### config.mk
export PLATFORM = sky130hd
export DESIGN_NAME = sgm_magnitude
export DESIGN_NICKNAME = d
export VERILOG_FILES = /design/src/hdl/sgm_pkg.sv /design/src/hdl/sgm_magnitude.sv
export SDC_FILE = /design/constraint.sdc
export NUM_CORES = 2
export LEC_CHECK = 0
export BUFFER_PORTS_ARGS = -buffer_cell sky130_fd_sc_hd__buf_2
export CAP_MARGIN = 20
export CELL_PAD_IN_SITES_DETAIL_PLACEMENT = 1
export CELL_PAD_IN_SITES_GLOBAL_PLACEMENT = 1
export CORE_MARGIN = 4
export CORE_UTILIZATION = 49
export DETAILED_ROUTE_END_ITERATION = 10
export PLACE_DENSITY_LB_ADDON = 0.1
export SYNTH_ARGS = -nofsm -noshare
export SYNTH_HDL_FRONTEND = slang
export SYNTH_SLANG_ARGS = --single-unit
### constraint.sdc
create_clock -name clk -period 8.06 [get_ports clk]
set_input_delay 1.612 -clock clk [delete_from_list [all_inputs] [get_ports clk]]
set_output_delay 1.612 -clock clk [all_outputs]
set_load 0.05 [all_outputs]
### src/hdl/sgm_pkg.sv
// sgm_pkg: shared types and constants of the Sobel gradient magnitude block.
// Used by sgm_magnitude and sobel_gradient_magnitude; depends on nothing.

package sgm_pkg;

  localparam int PIX_W      = 8;
  localparam int CRD_W      = 11;
  localparam int GEOM_W     = 12;
  localparam int CFG_IDX_W  = 2;
  localparam int CFG_DATA_W = 36;

  // configuration register indexes
  localparam logic [CFG_IDX_W-1:0] CFG_IMAGE_WIDTH  = 2'd0;
  localparam logic [CFG_IDX_W-1:0] CFG_IMAGE_HEIGHT = 2'd1;
  localparam logic [CFG_IDX_W-1:0] CFG_KERNEL_X     = 2'd2;
  localparam logic [CFG_IDX_W-1:0] CFG_KERNEL_Y     = 2'd3;

  localparam logic [GEOM_W-1:0]     WIDTH_RESET  = 12'd640;
  localparam logic [GEOM_W-1:0]     HEIGHT_RESET = 12'd480;
  localparam logic [GEOM_W-1:0]     ROW_LIMIT    = 12'd2048;
  // Sobel X: -1 0 1 / -2 0 2 / -1 0 1, Sobel Y: -1 -2 -1 / 0 0 0 / 1 2 1
  localparam logic [CFG_DATA_W-1:0] KX_RESET     = 36'h10F20E10F;
  localparam logic [CFG_DATA_W-1:0] KY_RESET     = 36'h121000FEF;

  // 3x3 window, entry row*3+col, row 0 oldest, col 0 leftmost
  typedef logic [8:0][PIX_W-1:0] win_t;

  typedef struct packed {
    logic [CRD_W-1:0] col;
    logic [CRD_W-1:0] row;
    logic             last;
  } tag_t;

endpackage

### src/hdl/sgm_magnitude.sv
// sgm_magnitude: six-stage pipeline from a 3x3 window to the saturated
// gradient magnitude. Depends on sgm_pkg (win_t, tag_t).

module sgm_magnitude #(
  parameter int COEF_BITS = 4
) (
  input  logic                     clk,
  input  logic                     rst_n,
  input  logic                     en,
  input  logic                     in_valid,
  input  sgm_pkg::win_t            win,
  input  sgm_pkg::tag_t            tag_in,
  input  logic [9*COEF_BITS-1:0]   kx,
  input  logic [9*COEF_BITS-1:0]   ky,
  output logic                     out_valid,
  output logic [sgm_pkg::PIX_W-1:0] out_mag,
  output sgm_pkg::tag_t            out_tag
);

  localparam int PW = COEF_BITS + 9;   // coefficient times pixel
  localparam int RW = COEF_BITS + 11;  // sum of one kernel row
  localparam int GW = COEF_BITS + 12;  // full gradient

  typedef struct packed {
    logic [10:0] rem;
    logic [7:0]  root;
  } sqrt_t;

  // four digit-by-digit square root steps on two bits each
  function automatic sqrt_t sqrt_step4(input logic [10:0] rem_i, input logic [7:0] root_i,
                                       input logic [7:0] bits);
    logic [10:0] rem;
    logic [7:0]  root;
    logic [10:0] test;
    sqrt_t       res;
    rem  = rem_i;
    root = root_i;
    for (int i = 0; i < 4; i++) begin
      rem  = {rem[8:0], bits[7-2*i -: 2]};
      test = {1'b0, root, 2'b01};
      if (rem >= test) begin
        rem  = rem - test;
        root = {root[6:0], 1'b1};
      end else begin
        root = {root[6:0], 1'b0};
      end
    end
    res.rem  = rem;
    res.root = root;
    return res;
  endfunction

  logic va_r, vb_r, vc_r, vd_r, ve_r, vf_r;

  sgm_pkg::win_t win_a_r;
  sgm_pkg::tag_t tag_a_r, tag_b_r, tag_c_r, tag_d_r, tag_e_r, tag_f_r;

  logic signed [PW-1:0] prod_x [9];
  logic signed [PW-1:0] prod_y [9];
  logic signed [RW-1:0] rx_nxt [3];
  logic signed [RW-1:0] ry_nxt [3];
  logic signed [RW-1:0] rx_b_r [3];
  logic signed [RW-1:0] ry_b_r [3];

  logic signed [GW-1:0] gx, gy;
  logic [GW-1:0]        ax_full, ay_full;
  logic [7:0]           ax_c_r, ay_c_r;
  logic                 sat_c_r;

  logic [15:0] sqx_d_r, sqy_d_r;
  logic        sat_d_r;

  logic [16:0] sum_sq;
  sqrt_t       sq_hi, sq_lo;
  logic [10:0] rem_e_r;
  logic [7:0]  root_e_r;
  logic [7:0]  low_e_r;
  logic        sat_e_r;

  logic [7:0]  mag_f_r;

  // products and row sums
  always_comb begin
    for (int k = 0; k < 9; k++) begin
      prod_x[k] = $signed(kx[COEF_BITS*k +: COEF_BITS]) * $signed({1'b0, win_a_r[k]});
      prod_y[k] = $signed(ky[COEF_BITS*k +: COEF_BITS]) * $signed({1'b0, win_a_r[k]});
    end
    for (int i = 0; i < 3; i++) begin
      rx_nxt[i] = RW'(prod_x[3*i]) + RW'(prod_x[3*i+1]) + RW'(prod_x[3*i+2]);
      ry_nxt[i] = RW'(prod_y[3*i]) + RW'(prod_y[3*i+1]) + RW'(prod_y[3*i+2]);
    end
  end

  // gradients, absolute value; anything at or above 256 saturates
  always_comb begin
    gx      = GW'(rx_b_r[0]) + GW'(rx_b_r[1]) + GW'(rx_b_r[2]);
    gy      = GW'(ry_b_r[0]) + GW'(ry_b_r[1]) + GW'(ry_b_r[2]);
    ax_full = gx[GW-1] ? GW'(-gx) : GW'(gx);
    ay_full = gy[GW-1] ? GW'(-gy) : GW'(gy);
  end

  assign sum_sq = {1'b0, sqx_d_r} + {1'b0, sqy_d_r};
  assign sq_hi  = sqrt_step4(11'd0, 8'd0, sum_sq[15:8]);
  assign sq_lo  = sqrt_step4(rem_e_r, root_e_r, low_e_r);

  always_ff @(posedge clk) begin
    if (!rst_n) begin
      va_r <= 1'b0;
      vb_r <= 1'b0;
      vc_r <= 1'b0;
      vd_r <= 1'b0;
      ve_r <= 1'b0;
      vf_r <= 1'b0;
    end else if (en) begin
      va_r <= in_valid;
      vb_r <= va_r;
      vc_r <= vb_r;
      vd_r <= vc_r;
      ve_r <= vd_r;
      vf_r <= ve_r;
    end
  end

  always_ff @(posedge clk) begin
    if (en) begin
      win_a_r  <= win;
      tag_a_r  <= tag_in;
      rx_b_r   <= rx_nxt;
      ry_b_r   <= ry_nxt;
      tag_b_r  <= tag_a_r;
      ax_c_r   <= ax_full[7:0];
      ay_c_r   <= ay_full[7:0];
      sat_c_r  <= (|ax_full[GW-1:8]) | (|ay_full[GW-1:8]);
      tag_c_r  <= tag_b_r;
      sqx_d_r  <= ax_c_r * ax_c_r;
      sqy_d_r  <= ay_c_r * ay_c_r;
      sat_d_r  <= sat_c_r;
      tag_d_r  <= tag_c_r;
      rem_e_r  <= sq_hi.rem;
      root_e_r <= sq_hi.root;
      low_e_r  <= sum_sq[7:0];
      sat_e_r  <= sat_d_r | sum_sq[16];
      tag_e_r  <= tag_d_r;
      mag_f_r  <= sat_e_r ? 8'hFF : sq_lo.root;
      tag_f_r  <= tag_e_r;
    end
  end

  assign out_valid = vf_r;
  assign out_mag   = mag_f_r;
  assign out_tag   = tag_f_r;

  a_hold_on_stall: assert property (@(posedge clk) disable iff (!rst_n)
    !en |=> $stable({va_r, vb_r, vc_r, vd_r, ve_r, vf_r}))
    else $error("pipeline valid bits moved while stalled");

  a_sqrt_remainder: assert property (@(posedge clk) disable iff (!rst_n)
    ve_r |-> (rem_e_r <= {2'b00, root_e_r, 1'b0}))
    else $error("square root remainder out of range");

  a_valid_advance: assert property (@(posedge clk) disable iff (!rst_n)
    en && ve_r |=> vf_r)
    else $error("request lost between last two stages");

endmodule

==> flow_metrics.tcl <==
set metrics [dict create \
    min_period_over_period_pct 92.7 \
    rr_startpoint "root_e_r[3]" \
    cp_slowest_cell "nor4_4" \
    grt_pass1_wl_um 157000 \
    multi_input_area_mm2 0.0261 \
    hold_viol 0 \
    synth-simple-area-share_pct 12.0 \
    register_area_mm2 0.0115 \
    final_common_cell "inv_1" \
    tns_ns 0 \
    clock_sinks 384 \
    synth_edf_count 378 \
    cts-buffers-inserted 45 \
    start_util_pct 49.8 \
    ys_ff_latch 384 \
    cts_buffer_depth 3 \
    nets 5095 \
    antenna_found_initial 4 \
    synth_xor_area_share_pct 4.06 \
    slew_viol_final 0 \
    holdBufCountCts 0 \
    cts_max_level 2 \
    critPathKind "register to register" \
    period_needed_ns 7.47 \
    cts.clk_slew.worst_paths_ns 0.07 \
    finalWirelength_um 94400 \
    cp-start-kind "register" \
    final_antenna_net_count 0 \
    root_buffer "clkbuf_16" \
    cp.arrival_ns 7.81 \
    cp-end-kind "register" \
    synthMuxAreaShare_pct 0.841 \
    viasPerCell 5.20 \
    startpoint "root_e_r[3]" \
    grt_overflow 0 \
    rows 104 \
    required_ns 8.40 \
    n_fill_cell 8818 \
    synthCells 3679 \
    worst_path_largest_cell_delay_ns 0.44 \
    max_slew.worst_pin.slew_ns 0.971 \
    drc 0 \
    wl_per_cell_um 18.9 \
    cpMostUsedCell "ha_1" \
    synth_top_family_by_area "adder cells" \
    async_reset_ff_share_pct 0 \
    synth.distinct_cells 76 \
    avgSynthCellArea_um2 11.0 \
    gp_congestion 0.819 \
    r2r_setup_slack_ns 0.59 \
    worst-r2r-cell-count 28 \
    grt_pass1_vias 29112 \
    cts_tree "yes" \
    drt_first_pass_iters 5 \
    maxSlewHeadroom_pct 35.3 \
    status "complete, no violations" \
    hold_class "register to register" \
    num_vias 26025 \
    rr_endpoint "out_mag[0]" \
    max_freq_mhz 134 \
    synth_compound_area_share_pct 5.53 \
    area_growth_pct 9.56 \
    rsz0062_at_grt "no" \
    grt_max_degree 171 \
    layout_common_cells "inv_1, fa_1, ha_1, edfxtp_1, nand2_1" \
    synth_fa_ha_area_share_pct 42.2 \
    die_w_um 295 \
    core_area_mm2 0.0811 \
    crit_path_end "out_mag[0]" \
    synth_warnings 0 \
    dieArea_mm2 0.0870 \
    grt.total_usage_pct 22.7 \
    fin_skew_ns 0.0216 \
    dp_hpwl_um 76700 \
    syn_area_mm2 0.0403 \
    io_pins 203 \
    clkLatencyLatePin_ns 0.61 \
    drv_cap 0 \
    die_h_um 295 \
    port-buffer-count 202 \
    drtIter0Drc 1145 \
    synth.yosys.seq_area_share_pct 28.4 \
    synthFlopType "edfxtp_1" \
    setup_viol_count_final 0 \
    drive_above_1_share_pct 8.09 \
    critPathMaxFanout 12 \
]
-- layout make-up --
| type | instances | share of cell area [%] |
|---|---|---|
| Multi-Input combinational cell | 2557 | 59.0 |
| Antenna cell | 5 | 0.0283 |
| Clock inverter | 32 | 0.895 |
| Tap cell | 1060 | 3.00 |
| Inverter | 710 | 6.03 |
| Timing Repair Buffer | 208 | 2.47 |
| Sequential cell | 384 | 26.0 |
| Clock buffer | 50 | 2.59 |
-- synth_stat cells, drive strengths merged (6+ instances only) --
cell / number / area share (%)
a21o: 54 / 1.0
clkbuf: 21 / 0.20
mux2i: 17 / 0.42
nor2: 163 / 1.5
xor2: 59 / 1.3
o21a: 18 / 0.34
o211ai: 7 / 0.13
nand2b: 106 / 1.6
inv: 708 / 6.6
and3: 9 / 0.15
and2: 229 / 3.6
o21ai: 82 / 1.0
edfxtp: 378 / 28
nor4: 13 / 0.31
nand2: 336 / 3.1
nor3: 23 / 0.29
mux2: 15 / 0.42
xnor2: 127 / 2.8
ha: 450 / 14
o21bai: 16 / 0.30
buf: 8 / 0.13
a211oi: 10 / 0.21
dfxtp: 6 / 0.30
fa: 568 / 28
nand3: 15 / 0.19
or2: 9 / 0.14
or3: 12 / 0.19
nor2b: 30 / 0.47
o31ai: 6 / 0.11
a21oi: 108 / 1.3
-- timing repair --
action	CTS	global route
resized for setup	0	3
endpoints found under the hold margin	0	0
setup endpoints to repair	0	1
setup buffers	0	0
-- through the flow --
stage	utilization, %	setup WS [ns]	instances	instance area, um^2	hold slack, ns
finish	54.5	0.587	5006	44200	0.412
global route	54.5	0.0985	5005	44200	0.423
CTS	54.5	0.292	5000	44200	0.412
detailed placement	52.6	0.359	4918	42600	0.406
global placement	52.6	0.765	4918	42600	0.401
floorplan	-	1.05	3680	40300	0.400
-- flip-flops by register name (all words and copies together), names as in the netlist, 9 cells and up --
signal   cells
rem_e_r      9
out_tag     23
win_a_r     72
tag_c_r     23
tag_a_r     23
ry_b_r      45
tag_b_r     23
tag_e_r     23
rx_b_r      45
sqy_d_r     15
sqx_d_r     15
tag_d_r     23
-- metal layers --
layer  vias to the layer above  wire, um  track usage (%)
li1                      12255         -                -
met1                     13295     42300             30.7
met2                       362     47200             40.0
met3                       113      2900             2.24
met4                         0      2070             5.16
met5                         -         0                0
-- critical path, delay by kind of cell, from the launching register on --
kind                     cells  cell delay [ns]
multiplexers                 2             0.70
AND/OR/NAND/NOR              9             1.78
buffers and inverters        1             0.18
XOR/XNOR                     1             0.21
flip-flops                   1             0.38
adder cells (fa/ha/maj)      4             1.35
AO/OA/AOI/OAI               11             2.60
-- logic make-up after synthesis --
kind of cell	count (synthesis)
buf+inv	739
mux	32
flops	384
xor+xnor	186
fa+ha+maj	1018
simple gates	969
other cells	1
compound gates	350
-- worst min-delay path by stage --
stage | slack, ns | depth (start not counted) | from | end
CTS | 0.41 | 0 | tag_a_r[16] | tag_b_r[16]
finish | 0.41 | 0 | tag_a_r[16] | tag_b_r[16]
global route | 0.42 | 0 | tag_c_r[7] | tag_d_r[7]
global placement | 0.40 | 0 | tag_a_r[7] | tag_b_r[7]
detailed placement | 0.41 | 0 | tag_b_r[20] | tag_c_r[20]
floorplan | 0.40 | 0 | tag_e_r[0] | out_tag[0]
Power is left out: the tool's default activity adds up to more than one toggle a clock period on the data nets, which glitch-free logic cannot reach.
